--- src/assert_macros.svh ---
// Assertion macros used by the parser RTL.
// Needs clk_i and rst_ni in the scope where a macro is used.
`ifndef ASSERT_MACROS_SVH
`define ASSERT_MACROS_SVH

// Check a property on every clock edge outside reset.
`define ASSERT_ALWAYS(label, prop, msg) \
  label: assert property (@(posedge clk_i) disable iff (!rst_ni) (prop)) else $error(msg);

// Check that an antecedent implies a consequent in the same cycle.
`define ASSERT_IMPLIES(label, ante, cons, msg) \
  label: assert property (@(posedge clk_i) disable iff (!rst_ni) (ante) |-> (cons)) \
    else $error(msg);

// Check that an antecedent implies a consequent in the next cycle.
`define ASSERT_NEXT(label, ante, cons, msg) \
  label: assert property (@(posedge clk_i) disable iff (!rst_ni) (ante) |=> (cons)) \
    else $error(msg);

`endif

--- src/ttu_pkg.sv ---
// Shared widths, defaults and types for the text-to-uint16 parser.
// No dependencies.
package ttu_pkg;

  localparam int unsigned CHAR_W          = 8;
  localparam int unsigned VALUE_W         = 16;
  localparam int unsigned CNT_W           = 3;
  localparam int unsigned MAX_DIGITS_DEF  = 4;

  // One registered input byte, handed from the input stage to the parser.
  typedef struct packed {
    logic              valid;
    logic [CHAR_W-1:0] char_byte;
    logic              last_byte;
  } item_t;

endpackage

--- src/ttu_in_if.sv ---
// Input channel for the parser: one text byte and its end-of-field mark.
// Depends on ttu_pkg.
interface ttu_in_if
  import ttu_pkg::*;
();
  logic              valid;
  logic              ready;
  logic [CHAR_W-1:0] char_byte;
  logic              last_byte;

  modport source (output valid, output char_byte, output last_byte, input ready);
  modport sink   (input valid, input char_byte, input last_byte, output ready);
endinterface

--- src/ttu_out_if.sv ---
// Result channel for the parser: success flag and parsed value.
// Depends on ttu_pkg.
interface ttu_out_if
  import ttu_pkg::*;
();
  logic               valid;
  logic               ready;
  logic               parse_ok;
  logic [VALUE_W-1:0] number_value;

  modport source (output valid, output parse_ok, output number_value, input ready);
  modport sink   (input valid, input parse_ok, input number_value, output ready);
endinterface

--- src/ttu_in_reg.sv ---
// Input register of the parser: holds one accepted byte until the parser takes it.
// Depends on ttu_pkg.
module ttu_in_reg
  import ttu_pkg::*;
(
  input  logic              clk_i,
  input  logic              rst_ni,
  input  logic              valid_i,
  input  logic [CHAR_W-1:0] char_byte_i,
  input  logic              last_byte_i,
  output logic              ready_o,
  input  logic              take_i,
  output item_t             item_o
);

  logic              valid_q;
  logic [CHAR_W-1:0] char_q;
  logic              last_q;

  // Accept when empty or when the held byte leaves this cycle
  assign ready_o = !valid_q || take_i;

  // Hold valid flag
  always_ff @(posedge clk_i or negedge rst_ni) begin
    if (!rst_ni) begin
      valid_q <= 1'b0;
    end else if (ready_o) begin
      valid_q <= valid_i;
    end
  end

  // Capture payload on each transaction
  always_ff @(posedge clk_i) begin
    if (valid_i && ready_o) begin
      char_q <= char_byte_i;
      last_q <= last_byte_i;
    end
  end

  assign item_o = '{valid: valid_q, char_byte: char_q, last_byte: last_q};

endmodule

--- src/ttu_parse.sv ---
// Parser step: phase, digit count and value registers, plus the result register.
// Depends on ttu_pkg and assert_macros.svh.
`include "assert_macros.svh"

module ttu_parse
  import ttu_pkg::*;
#(
  parameter int unsigned MAX_DIGITS = MAX_DIGITS_DEF
) (
  input  logic               clk_i,
  input  logic               rst_ni,
  input  item_t              item_i,
  output logic               take_o,
  output logic               out_valid_o,
  input  logic               out_ready_i,
  output logic               parse_ok_o,
  output logic [VALUE_W-1:0] number_value_o
);

  typedef enum logic [2:0] {
    PH_SKIP,
    PH_ZERO,
    PH_DEC,
    PH_HEX,
    PH_DONE
  } phase_e;

  localparam logic [CHAR_W-1:0] CH_SPACE   = 8'h20;
  localparam logic [CHAR_W-1:0] CH_ZERO    = 8'h30;
  localparam logic [CHAR_W-1:0] CH_NINE    = 8'h39;
  localparam logic [CHAR_W-1:0] CH_UP_A    = 8'h41;
  localparam logic [CHAR_W-1:0] CH_UP_F    = 8'h46;
  localparam logic [CHAR_W-1:0] CH_UP_X    = 8'h58;
  localparam logic [CHAR_W-1:0] CH_LO_A    = 8'h61;
  localparam logic [CHAR_W-1:0] CH_LO_X    = 8'h78;
  localparam logic [CHAR_W-1:0] CH_LO_Z    = 8'h7a;
  localparam logic [CHAR_W-1:0] CASE_DIFF  = 8'd32;
  localparam logic [CHAR_W-1:0] HEX_OFFSET = 8'h0a;
  localparam logic [CNT_W-1:0]  CNT_MAX    = CNT_W'(MAX_DIGITS);

  phase_e             phase_q, phase_d;
  logic [CNT_W-1:0]   cnt_q, cnt_d;
  logic [VALUE_W-1:0] acc_q, acc_d;
  logic               out_valid_q;
  logic               ok_q;
  logic [VALUE_W-1:0] val_q;

  logic [CHAR_W-1:0]  c;
  logic [CHAR_W-1:0]  c_up;
  logic               is_dec;
  logic               is_hex_letter;
  logic [3:0]         dec_digit;
  logic [3:0]         hex_digit;
  logic               room;
  logic [VALUE_W-1:0] acc_dec;
  logic [VALUE_W-1:0] acc_hex;
  logic [VALUE_W-1:0] acc_from_dec;
  logic               out_free;

  // Advance the held byte when it makes no result or the result register frees up
  assign out_free = !out_valid_q || out_ready_i;
  assign take_o   = item_i.valid && (!item_i.last_byte || out_free);

  // Classify the byte
  assign c             = item_i.char_byte;
  assign c_up          = (c >= CH_LO_A && c <= CH_LO_Z) ? c - CASE_DIFF : c;
  assign is_dec        = (c >= CH_ZERO) && (c <= CH_NINE);
  assign is_hex_letter = (c_up >= CH_UP_A) && (c_up <= CH_UP_F);
  assign dec_digit     = 4'(c - CH_ZERO);
  assign hex_digit     = (c_up >= CH_UP_A) ? 4'(c_up - CH_UP_A + HEX_OFFSET)
                                           : 4'(c_up - CH_ZERO);
  assign room          = cnt_q < CNT_MAX;

  // Shift-add updates: times ten for decimal, times sixteen for hex
  assign acc_dec = (acc_q << 3) + (acc_q << 1) + VALUE_W'(dec_digit);
  assign acc_hex = (acc_q << 4) + VALUE_W'(hex_digit);
  // A decimal digit after a lone leading zero starts from zero
  assign acc_from_dec = acc_dec;

  // Next parse state for the held byte
  always_comb begin
    phase_d = phase_q;
    cnt_d   = cnt_q;
    acc_d   = acc_q;
    unique case (phase_q)
      PH_SKIP: begin
        if (c == CH_SPACE) begin
          phase_d = PH_SKIP;
        end else if (c == CH_ZERO) begin
          phase_d = PH_ZERO;
          acc_d   = '0;
          cnt_d   = CNT_W'(1);
        end else if (room && is_dec) begin
          phase_d = PH_DEC;
          acc_d   = acc_from_dec;
          cnt_d   = cnt_q + CNT_W'(1);
        end else begin
          phase_d = PH_DONE;
        end
      end
      PH_ZERO: begin
        if (c == CH_UP_X || c == CH_LO_X) begin
          phase_d = PH_HEX;
          acc_d   = '0;
          cnt_d   = '0;
        end else if (room && is_dec) begin
          phase_d = PH_DEC;
          acc_d   = acc_from_dec;
          cnt_d   = cnt_q + CNT_W'(1);
        end else begin
          phase_d = PH_DONE;
        end
      end
      PH_DEC: begin
        if (room && is_dec) begin
          acc_d = acc_dec;
          cnt_d = cnt_q + CNT_W'(1);
        end else begin
          phase_d = PH_DONE;
        end
      end
      PH_HEX: begin
        if (room && (is_dec || is_hex_letter)) begin
          acc_d = acc_hex;
          cnt_d = cnt_q + CNT_W'(1);
        end else begin
          phase_d = PH_DONE;
        end
      end
      default: begin
        phase_d = PH_DONE;
      end
    endcase
  end

  // Hold parse state and the result register
  always_ff @(posedge clk_i or negedge rst_ni) begin
    if (!rst_ni) begin
      phase_q     <= PH_SKIP;
      cnt_q       <= '0;
      acc_q       <= '0;
      out_valid_q <= 1'b0;
      ok_q        <= 1'b0;
      val_q       <= '0;
    end else begin
      // Raise result valid on a last byte, drop it once the result is taken
      if (take_o && item_i.last_byte) begin
        out_valid_q <= 1'b1;
      end else if (out_ready_i) begin
        out_valid_q <= 1'b0;
      end
      if (take_o) begin
        if (item_i.last_byte) begin
          // Emit the result and drop back to the start of a field
          ok_q        <= (cnt_d != '0);
          val_q       <= (cnt_d != '0) ? acc_d : '0;
          phase_q     <= PH_SKIP;
          cnt_q       <= '0;
          acc_q       <= '0;
        end else begin
          phase_q <= phase_d;
          cnt_q   <= cnt_d;
          acc_q   <= acc_d;
        end
      end
    end
  end

  assign out_valid_o    = out_valid_q;
  assign parse_ok_o     = ok_q;
  assign number_value_o = val_q;

  `ASSERT_IMPLIES(a_fail_is_zero, out_valid_q && !ok_q, val_q == '0,
                  "failed parse carries a nonzero value")
  `ASSERT_ALWAYS(a_cnt_limit, cnt_q <= CNT_MAX, "digit count above limit")
  `ASSERT_NEXT(a_field_restart, take_o && item_i.last_byte,
               phase_q == PH_SKIP && cnt_q == '0 && acc_q == '0,
               "state not cleared after end of field")
  `ASSERT_NEXT(a_result_held, out_valid_q && !out_ready_i,
               out_valid_q && $stable(val_q) && $stable(ok_q),
               "pending result lost or changed while stalled")

endmodule

--- src/text_to_uint16_parser.sv ---
// Top level of the text-to-uint16 parser: input register feeding the parse step.
// Depends on ttu_pkg, ttu_in_if, ttu_out_if, ttu_in_reg and ttu_parse.
//
// Channel | Dir | Payload                       | Transactions
// in_i    | in  | char_byte[7:0], last_byte     | one per text byte
// out_o   | out | parse_ok, number_value[15:0]  | one per byte with last_byte set
//
// Each byte passes the input register, then the parse step and its result register;
// a new byte is accepted every cycle unless a byte marked last is held for out_o.
// The parse step takes a byte marked last only when the result register is empty or out_o takes it;
// other bytes pass even while a result waits.
// Reset clears the input register, parse state and result valid asynchronously.
module text_to_uint16_parser
  import ttu_pkg::*;
#(
  parameter int unsigned MAX_DIGITS = MAX_DIGITS_DEF
) (
  input  logic      clk_i,
  input  logic      rst_ni,
  ttu_in_if.sink    in_i,
  ttu_out_if.source out_o
);

  item_t item;
  logic  take;

  // Register incoming bytes
  ttu_in_reg u_in_reg (
    .clk_i       (clk_i),
    .rst_ni      (rst_ni),
    .valid_i     (in_i.valid),
    .char_byte_i (in_i.char_byte),
    .last_byte_i (in_i.last_byte),
    .ready_o     (in_i.ready),
    .take_i      (take),
    .item_o      (item)
  );

  // Parse and register results
  ttu_parse #(
    .MAX_DIGITS (MAX_DIGITS)
  ) u_parse (
    .clk_i          (clk_i),
    .rst_ni         (rst_ni),
    .item_i         (item),
    .take_o         (take),
    .out_valid_o    (out_o.valid),
    .out_ready_i    (out_o.ready),
    .parse_ok_o     (out_o.parse_ok),
    .number_value_o (out_o.number_value)
  );

endmodule
--- src/flat_wrapper.sv ---
// flat-port wrapper written by rule: the top's interface ports become plain ports
module text_to_uint16_parser_flat import ttu_pkg::*;
#(
  parameter int unsigned MAX_DIGITS = MAX_DIGITS_DEF
)
  (clk_i, rst_ni, in_i_valid, in_i_char_byte, in_i_last_byte, in_i_ready, out_o_valid, out_o_parse_ok, out_o_number_value, out_o_ready);
  ttu_in_if in_i_i ();
  ttu_out_if out_o_i ();
  input  logic clk_i;
  input  logic rst_ni;
  input wire logic [$bits(in_i_i.valid)-1:0] in_i_valid;
  input wire logic [$bits(in_i_i.char_byte)-1:0] in_i_char_byte;
  input wire logic [$bits(in_i_i.last_byte)-1:0] in_i_last_byte;
  output wire logic [$bits(in_i_i.ready)-1:0] in_i_ready;
  output wire logic [$bits(out_o_i.valid)-1:0] out_o_valid;
  output wire logic [$bits(out_o_i.parse_ok)-1:0] out_o_parse_ok;
  output wire logic [$bits(out_o_i.number_value)-1:0] out_o_number_value;
  input wire logic [$bits(out_o_i.ready)-1:0] out_o_ready;
  assign in_i_i.valid = in_i_valid;
  assign in_i_i.char_byte = in_i_char_byte;
  assign in_i_i.last_byte = in_i_last_byte;
  assign in_i_ready = in_i_i.ready;
  assign out_o_valid = out_o_i.valid;
  assign out_o_parse_ok = out_o_i.parse_ok;
  assign out_o_number_value = out_o_i.number_value;
  assign out_o_i.ready = out_o_ready;
  text_to_uint16_parser #(.MAX_DIGITS(MAX_DIGITS)) u_core (.clk_i(clk_i), .rst_ni(rst_ni), .in_i(in_i_i), .out_o(out_o_i));
endmodule
--- config.mk ---
export PLATFORM = sky130hd
export DESIGN_NAME = text_to_uint16_parser_flat
export DESIGN_NICKNAME = d
export VERILOG_FILES = /design/src/ttu_pkg.sv /design/src/ttu_in_if.sv /design/src/ttu_out_if.sv /design/src/ttu_in_reg.sv /design/src/ttu_parse.sv /design/src/text_to_uint16_parser.sv /design/src/flat_wrapper.sv
export VERILOG_INCLUDE_DIRS = /design/src /design/src/src
export SDC_FILE = /design/constraint.sdc
export NUM_CORES = 1
export LEC_CHECK = 0
export BUFFER_PORTS_ARGS = -buffer_cell sky130_fd_sc_hd__buf_2
export CORE_MARGIN = 8
export CORE_UTILIZATION = 45
export DETAILED_ROUTE_END_ITERATION = 7
export GPL_TIMING_DRIVEN = 0
export SKIP_CTS_REPAIR_TIMING = 1
export SLEW_MARGIN = 10
export SYNTH_ARGS = -nofsm -noshare
export SYNTH_HDL_FRONTEND = slang
export SYNTH_HIERARCHICAL = 1
export SYNTH_SLANG_ARGS = --single-unit
--- constraint.sdc ---
create_clock -name clk_i -period 3.9 [get_ports clk_i]
set_input_delay 1.17 -clock clk_i [delete_from_list [all_inputs] [get_ports clk_i]]
set_output_delay 1.17 -clock clk_i [all_outputs]
set_load 0.005 [all_outputs]
==> results.yml, run 1 <==
run_status:
  outcome: "finished, final reports clean"
layout:
  n_fill_cell: 779
  synthToLayoutAreaGrowth_pct: 10.7
  final_area_sq_mm: 0.00412
  fin_util_pct: 50.6
  drive_above_1_share_pct: 14.2
  final_cells: 541
  fin_nets: 483
  num_antenna_cells: 0
logic_synthesis:
  ys_seq_area_share_pct: 34.9
  yosys_warnings: 6
  ys_types: 70
  synth_top_area_share_pct: 27.6
  synth_area_sq_mm: 0.00372
  synth_edf_count: 9
  synth_most_common_cell: "dfrtp_1"
  ys_ff_latch: 50
  yosys-top-cells-area: "dfrtp_1, ha_1, edfxtp_1"
  syn_nets: 445
  synth_top_area_cell: "dfrtp_1"
  netlist_instances: 397
  synth_flop_cell: "dfrtp_1"
  avgSynthCellArea_sq_um: 9.37
  async_flop_share_pct: 82.0
  synth_common_cells: "dfrtp_1, nand2_1, ha_1"
drt:
  drt-initial-drc-count: 238
  vias: 3296
  ant_nets: 0
  dr.pass1.iters: 6
  vias_per_cell: 6.09
  wire_per_inst_um: 18.4
  wl_mm: 9.97
  drc_errors: 0
die:
  core_sq_mm: 0.00813
  die_w_um: 107
  die_h_um: 107
  initial_core_util_pct: 45.7
  rows: 33
  io_pins: 32
  die_area_sq_mm: 0.0114
worst_setup_path:
  cpMaxStageDelayCell: "or4_4"
  worstPathMaxFanout: 10
  slowest_delay_ps: 490
  cp.depth: 11
  crit_top_cell: "o21ai_0"
  reg2regPathDepth: 11
  path_cells: "buf_2 -> or4_4 -> buf_6 -> nor4_1 -> o21ai_2 -> o21ai_0 -> o21bai_1 -> clkbuf_1 -> a2bb2oi_1 -> a21oi_1 -> o21ai_0"
  critical-path-top-delay-family: "compound AO/OA/AOI/OAI gates"
  arrival_ps: 3680
  end_kind: "flop"
  worstPathRequired_ps: 4070
  worstSetupPathType: "reg2reg"
  critPathBufInv: 3
  start_kind: "flop"
placement:
  placed_area_sq_mm: 0.00401
  dp_hpwl_mm: 7.66
  portBuffers: 31
  place_congestion: 0.867
  pre_cts_ws_ps: 211
  dp.cells: 533
timing:
  finalHoldWorstSlack_ps: 491
  final.min_clock_period_ps: 3510
  fmax_mhz: 285
  slew_headroom_pct: 21.6
  worst_slew_pin_slew_ps: 1150
  setup_slack_ps: 394
  slew_violations: 0
  setup_viol: 0
  hold_viol: 0
  rsz0062_at_grt: "false"
  fin_setup_tns_ps: 0
  fin_skew_ps: 7.48
  period_share_pct: 89.9
clocking:
  cts.path.max_buffers: 2
  cts.sinks: 50
  cts_root_buf: "clkbuf_8"
  clock_latency_ps: 300
  h-tree-depth: 2
  cts-buffers-inserted: 5
  cts_tree: "yes"
  clkTransAtPathRegs_ps: 100
pwr:
  ir_worst_vdd_mv: 0.222
  p_total_mw: 1.12
  power.switching_mw: 0.333
  combinationalPowerShare_pct: 18.4
  intPower_mw: 0.785
  p_per_area_mw_per_mm2: 271
  p_seq_share_pct: 50.5
  power_switching_share_pct: 29.8
  p_leak_nw: 1.91
  clkPwrFrac_pct: 31.1
global_routing:
  grt_overflow: 0
  track_usage_pct: 17.9
  antenna_found_initial: 0
  grt_max_degree: 42
  grt_pass1_vias: 3306
  grt_pass1_wl_mm: 16.5
run:
  maxCapViolations: 0
worst_hold_path:
  hold_class: "reg2reg"
  holdPathStages: 2
cells in the final DEF (no fill, tap or decap), types with 7 or more instances in the layout:
cell type / Yosys / routed
nand2_1: 39 / 39
a22o_1: 16 / 16
dfrtp_1: 41 / 41
nand3_1: 7 / 7
nor2_1: 27 / 27
inv_1: 14 / 14
xnor2_1: 11 / 11
buf_2: 1 / 32
nand2b_1: 8 / 8
nor3_1: 11 / 11
o21ai_0: 32 / 31
a21oi_1: 15 / 15
clkbuf_1: 11 / 11
ha_1: 33 / 33
edfxtp_1: 9 / 9
per-layer routing:
| metal | vias up | routed length (um) | GRT usage, % |
|---|---|---|---|
| met1 | 1606 | 4890 | 25.6 |
| met4 | 0 | 95 | 3.92 |
| li1 | 1589 | - | - |
| met3 | 7 | 522 | 2.70 |
| met5 | - | 0 | 0 |
| met2 | 94 | 4460 | 27.8 |
sequential cells by signal, indices dropped and copies added (netlist names):
name and cells:
u_core/u_parse/acc_q 16, u_core/u_parse/number_value_o 16, u_core/u_in_reg/char_q 8, u_core/u_parse/cnt_q 3, u_core/u_parse/phase_q 3, u_core/u_in_reg/last_q 1, u_core/u_in_reg/valid_q 1, u_core/u_parse/out_valid_o 1
u_core/u_parse/parse_ok_o 1
power groups by stage:
stage / logic, mW / registers (mW) / clock network, mW
floorplan: 0.137 / 0.570 / 0
global placement: 0.203 / 0.574 / 0
detailed placement: 0.204 / 0.575 / 0
CTS: 0.204 / 0.564 / 0.359
global route: 0.227 / 0.567 / 0.379
finish: 0.206 / 0.564 / 0.348
kinds of logic after synthesis:
| kind of cell | share of synthesized area, % |
|---|---|
| adder cells (fa/ha/maj) | 12.2 |
| buffers and inverters | 3.77 |
| AND/OR/NAND/NOR | 18.7 |
| AO/OA/AOI/OAI | 27.1 |
| XOR/XNOR | 3.06 |
| flip-flops | 34.9 |
| multiplexers | 0.303 |
area by class of cell:
type | instances | area [sq um] | area share (%)
Buffer | 17 | 87.6 | 2.13
Inverter | 14 | 52.6 | 1.28
Timing Repair Buffer | 31 | 155 | 3.77
Clock inverter | 2 | 13.8 | 0.334
Tap cell | 105 | 131 | 3.19
Multi-Input combinational cell | 316 | 2290 | 55.5
Clock buffer | 6 | 93.8 | 2.28
Sequential cell | 50 | 1300 | 31.5
worst paths after layout:
| kind | from | end | slack [ps] |
|---|---|---|---|
| worst max-delay path | u_core/u_in_reg/char_q[3] | u_core/u_parse/number_value_o[15] | 390 |
| worst min-delay path | u_core/u_parse/parse_ok_o | u_core/u_parse/parse_ok_o | 490 |
| worst max register to register | u_core/u_in_reg/char_q[3] | u_core/u_parse/number_value_o[15] | 390 |
| worst min register to register | u_core/u_parse/parse_ok_o | u_core/u_parse/parse_ok_o | 490 |
| max in group asynchronous | rst_ni | u_core/u_in_reg/valid_q | 2330 |
| min in group asynchronous | rst_ni | u_core/u_parse/phase_q[1] | 1000 |
worst reg2reg max path: stages, from the launching register on:
cell and delay, ps:
edfxtp_1 450, buf_2 210, or4_4 490, buf_6 140, nor4_1 440, o21ai_2 280, o21ai_0 220, o21bai_1 140
clkbuf_1 300, a2bb2oi_1 220, a21oi_1 320, o21ai_0 160
Note: power is estimated with default switching activity, not from simulation.
==> run 2, diff against run 1 <==
==> constraint.sdc (replaced) <==
create_clock -name clk_i -period 3.4 [get_ports clk_i]
set_input_delay 1.02 -clock clk_i [delete_from_list [all_inputs] [get_ports clk_i]]
set_output_delay 1.02 -clock clk_i [all_outputs]
set_load 0.005 [all_outputs]
==> run 2 against run 1 <==
Clock power rose by 16%. Power grew 17%. Via count grew 2.9%. Critical endpoint is now u_core/u_parse/number_value_o[14].
==> results.yml, run 2 (synthesized netlist as in run 1, its figures left out) <==
run_status:
  outcome: "finished, final reports clean"
layout:
  final_area_sq_mm: 0.00425
  synthToLayoutAreaGrowth_pct: 14.3
  fin_util_pct: 52.3
  n_fill_cell: 775
  multi_input_area_sq_mm: 0.00237
  final_cell_mix: "dfrtp_1, nand2_1, ha_1, buf_2, o21ai_0"
  drive_above_1_share_pct: 17.6
  register_area_sq_mm: 0.00130
  num_antenna_cells: 0
  final_common_cell: "dfrtp_1"
  fin_nets: 490
timing:
  fmax_mhz: 298
  period_share_pct: 98.7
  hold_viol: 0
  worst_slew_pin_slew_ps: 1210
  finalHoldWorstSlack_ps: 488
  slew_headroom_pct: 17.2
  setup_slack_ps: 43.6
  fin_skew_ps: 8.43
  final.min_clock_period_ps: 3360
  setup_viol: 0
  slew_violations: 0
drt:
  vias_per_cell: 6.19
  wire_per_inst_um: 18.9
  drt-initial-drc-count: 230
  vias: 3393
  drc_errors: 0
  wl_mm: 10.3
  dr.pass1.iters: 5
  ant_nets: 0
worst_setup_path:
  end_kind: "flop"
  worstSetupPathType: "reg2reg"
  worstPathMaxFanout: 10
  reg2regPathDepth: 11
  arrival_ps: 3550
  worstPathRequired_ps: 3590
  start_kind: "flop"
global_routing:
  grt_pass1_vias: 3306
  grt_max_degree: 42
  grt_pass1_wl_mm: 16.5
  track_usage_pct: 17.9
  grt_overflow: 0
  antenna_found_initial: 0
worst_hold_path:
  holdPathStages: 2
  hold_class: "reg2reg"
clocking:
  clkTransAtPathRegs_ps: 100
  cts.sinks: 50
  cts.path.max_buffers: 2
  cts-buffers-inserted: 5
  cts_tree: "yes"
  h-tree-depth: 2
  clock_latency_ps: 310
  cts_root_buf: "clkbuf_8"
pwr:
  p_total_mw: 1.30
  p_per_area_mw_per_mm2: 306
  ir_worst_vdd_mv: 0.257
  p_leak_nw: 1.96
die:
  core_sq_mm: 0.00813
  die_h_um: 107
  die_area_sq_mm: 0.0114
  initial_core_util_pct: 45.7
  rows: 33
  io_pins: 32
  die_w_um: 107
placement:
  pre_cts_ws_ps: -289
  placed_area_sq_mm: 0.00401
  dp_hpwl_mm: 7.66
  place_congestion: 0.867
  portBuffers: 31
run:
  maxCapViolations: 0
[run 2: cell types whose count changed in the layout (fill, tap and decap cells not counted), moves of 2 or more]
cell,previous run,this run
a31oi_2,0,2
clkbuf_1,11,9
buf_4,2,9
clkbuf_2,0,2
[run 2: final timing paths]
path / end / slack (ps) / start
max reg2reg: u_core/u_parse/number_value_o[14] / 40 / u_core/u_in_reg/char_q[2]
max in group asynchronous: u_core/u_in_reg/valid_q / 1960 / rst_ni
max: u_core/u_parse/number_value_o[14] / 40 / u_core/u_in_reg/char_q[2]
min reg2reg: u_core/u_parse/parse_ok_o / 490 / u_core/u_parse/parse_ok_o
min: u_core/u_parse/parse_ok_o / 490 / u_core/u_parse/parse_ok_o
min in group asynchronous: u_core/u_parse/phase_q[1] / 850 / rst_ni
[run 2: area by class of cell]
class / instances / share of cell area [%]
multi-input combinational: 317 / 55.8
sequential: 50 / 30.5
timing repair buffer: 37 / 4.71
tap: 105 / 3.09
clock buffer: 6 / 2.21
buffer: 17 / 2.18
inverter: 14 / 1.24
clock inverter: 2 / 0.324
[run 2: power by group]
group / total (mW) / leakage (nW) / internal [mW] / switching, mW
Combinational: 0.255 / 1.25 / 0.0890 / 0.166
Clock: 0.402 / 0.0567 / 0.191 / 0.210
Sequential: 0.646 / 0.651 / 0.628 / 0.0176
Total: 1.30 / 1.96 / 0.909 / 0.394
[run 2: stage by stage]
| step | std cells | TNS, ps |
|---|---|---|
| 3_5_place_dp | 533 | -3910 |
| 5_1_grt | 548 | -71.9 |
| 6_report | 548 | 0 |
| 3_3_place_gp | 533 | -2640 |
| 4_1_cts | 541 | -4250 |
| 2_1_floorplan | 397 | 0 |
[run 2: worst max-delay path: stages (launching register included)]
cell      delay (ps)
edfxtp_1         430
buf_6            160
or4_4            510
buf_6            150
or4b_4           550
nand2_8          130
nor3_2            50
o31a_1           330
nor4_4           300
buf_4            210
a31oi_4          150
a32o_1           290
[run 2: metal layers]
| layer | wire (um) | global-route usage, % |
|---|---|---|
| met1 | 4960 | 25.6 |
| met2 | 4520 | 27.8 |
| met3 | 697 | 2.70 |
| met4 | 171 | 3.92 |
| met5 | 0 | 0 |
==> run 3, diff against run 2 <==
--- a/config.mk
+++ b/config.mk
@@ -15,5 +15,4 @@
 export SLEW_MARGIN = 10
 export SYNTH_ARGS = -nofsm -noshare
 export SYNTH_HDL_FRONTEND = slang
-export SYNTH_HIERARCHICAL = 1
 export SYNTH_SLANG_ARGS = --single-unit
==> run 3 against run 2 <==
First-iteration DRC count grew 76%. Die area rose by 4.3%. Power up 11%.
==> results.yml, run 3 <==
clocking:
  cts.sinks: 50
  cts.path.max_buffers: 2
  cts_tree: "yes"
  clkTransAtPathRegs_ps: 120
  cts_root_buf: "clkbuf_8"
  cts-buffers-inserted: 5
  clock_latency_ps: 320
  h-tree-depth: 2
timing:
  setup_viol: 0
  finalHoldWorstSlack_ps: 488
  slew_violations: 0
  fmax_mhz: 303
  setup_slack_ps: 103
  final.min_clock_period_ps: 3300
  hold_viol: 0
  slew_headroom_pct: 37.5
  worst_slew_pin_slew_ps: 938
  fin_skew_ps: 18.5
  period_share_pct: 97.0
logic_synthesis:
  synth_top_area_share_pct: 26.2
  synth_most_common_cell: "nand2_1"
  synth_common_cells: "nand2_1, dfrtp_1, ha_1"
  async_flop_share_pct: 82.0
  yosys-top-cells-area: "dfrtp_1, ha_1, edfxtp_1"
  yosys_warnings: 0
  synth_top_area_cell: "dfrtp_1"
  synth_flop_cell: "dfrtp_1"
  avgSynthCellArea_sq_um: 9.11
  synth_area_sq_mm: 0.00391
  ys_types: 76
  ys_seq_area_share_pct: 33.2
  ys_ff_latch: 50
  syn_nets: 477
  netlist_instances: 429
  synth_edf_count: 9
worst_hold_path:
  hp-start: "u_core.u_parse.number_value_o[6]"
  min_to: "u_core.u_parse.number_value_o[6]"
  holdPathStages: 2
  hold_class: "reg2reg"
drt:
  wl_mm: 10.9
  vias: 3599
  ant_nets: 0
  wire_per_inst_um: 18.4
  vias_per_cell: 6.08
  drt-initial-drc-count: 404
  dr.pass1.iters: 6
  drc_errors: 0
worst_setup_path:
  worstSetupPathType: "reg2reg"
  rr_endpoint: "u_core.u_parse.number_value_o[10]"
  r2r-start: "u_core.u_in_reg.char_q[0]"
  worstPathMaxFanout: 7
  startpoint: "u_core.u_in_reg.char_q[0]"
  rrSetupSlack_ps: 100
  worstPathRequired_ps: 3630
  arrival_ps: 3530
  end_kind: "flop"
  reg2regPathDepth: 12
  start_kind: "flop"
pwr:
  p_total_mw: 1.45
  p_per_area_mw_per_mm2: 325
  ir_worst_vdd_mv: 0.179
  p_leak_nw: 1.91
global_routing:
  antenna_found_initial: 0
  grt_max_degree: 42
  grt_overflow: 0
  grt_pass1_wl_mm: 17.3
  grt_pass1_vias: 3318
  track_usage_pct: 18.4
placement:
  dp_hpwl_mm: 8.20
  pre_cts_ws_ps: -134
  place_congestion: 0.939
  portBuffers: 31
die:
  die_w_um: 109
  die_area_sq_mm: 0.0119
  die_h_um: 109
  rows: 34
  io_pins: 32
  core_sq_mm: 0.00859
  initial_core_util_pct: 45.5
run:
  maxCapViolations: 0
layout:
  num_antenna_cells: 0
  synthToLayoutAreaGrowth_pct: 14.1
  fin_nets: 531
  final_common_cell: "nand2_1"
  drive_above_1_share_pct: 20.9
  final_cell_mix: "nand2_1, dfrtp_1, buf_2, ha_1, o21ai_0"
run_status:
  outcome: "finished, final reports clean"
[run 3: worst max-delay path: stages (launching register included)]
cell	delay [ps]
edfxtp_1	500
inv_1	120
ha_1	190
or4b_4	500
o21a_4	220
a41oi_4	210
a311o_2	360
a21boi_1	140
o21ai_4	290
buf_4	190
a222oi_1	90
buf_4	180
o31ai_1	200
[run 3: kinds of logic (layout without fill, tap and decap cells)]
family          Yosys count  after routing  share of synthesized area (%)
xor+xnor                 12             12                           2.69
mux                       7              7                           1.92
compound gates          149            149                           28.7
simple gates            143            143                           18.3
flops                    50             50                           33.2
buf+inv                  33             88                           3.62
fa+ha+maj                35             35                           11.6
[run 3: cell type report]
class                   count  area [sq um]
fillers                   839          4130
multi-input cells         346          2510
flip-flops and latches     50          1300
repair buffers             47           275
well taps                 108           135
plain buffers              17          82.6
clock buffers               5          68.8
inverters                  16          60.1
clock inverters             3          28.8
[run 3: where the power goes]
part	internal (mW)	leakage [nW]	switching, mW	total [mW]
Sequential	0.638	0.650	0.0317	0.669
Clock	0.155	0.0506	0.242	0.397
Combinational	0.140	1.21	0.243	0.383
Total	0.932	1.91	0.517	1.45
[run 3: how the worst max path moves through the flow]
| stage | to | slack [ps] | cells past startpoint |
|---|---|---|---|
| after floorplan | u_core.u_parse.number_value_o[13] | 330 | 11 |
| after global placement | u_core.u_parse.number_value_o[2] | -100 | 9 |
| after detailed placement | u_core.u_parse.number_value_o[2] | -130 | 9 |
| after CTS | u_core.u_parse.number_value_o[2] | -200 | 9 |
| after global routing | u_core.u_parse.number_value_o[2] | -20 | 12 |
| final | u_core.u_parse.number_value_o[10] | 100 | 12 |
[run 3: stage by stage]
step,TNS (ps),instances,util [%],area [sq um]
final,0,592,51.9,4460
after detailed placement,-1240,568,48.9,4200
after CTS,-1960,576,50.0,4300
after floorplan,0,429,-,3910
after global routing,-63.1,592,51.9,4460
after global placement,-686,568,48.9,4200
[run 3: routing by layer]
layer  vias to the layer above  global-route usage [%]  routed length (um)
met5                         -                       0                   0
li1                       1726                       -                   -
met3                        10                    2.36                 540
met4                         0                    4.05                 123
met2                       103                    31.0                5370
met1                      1760                    24.5                4890
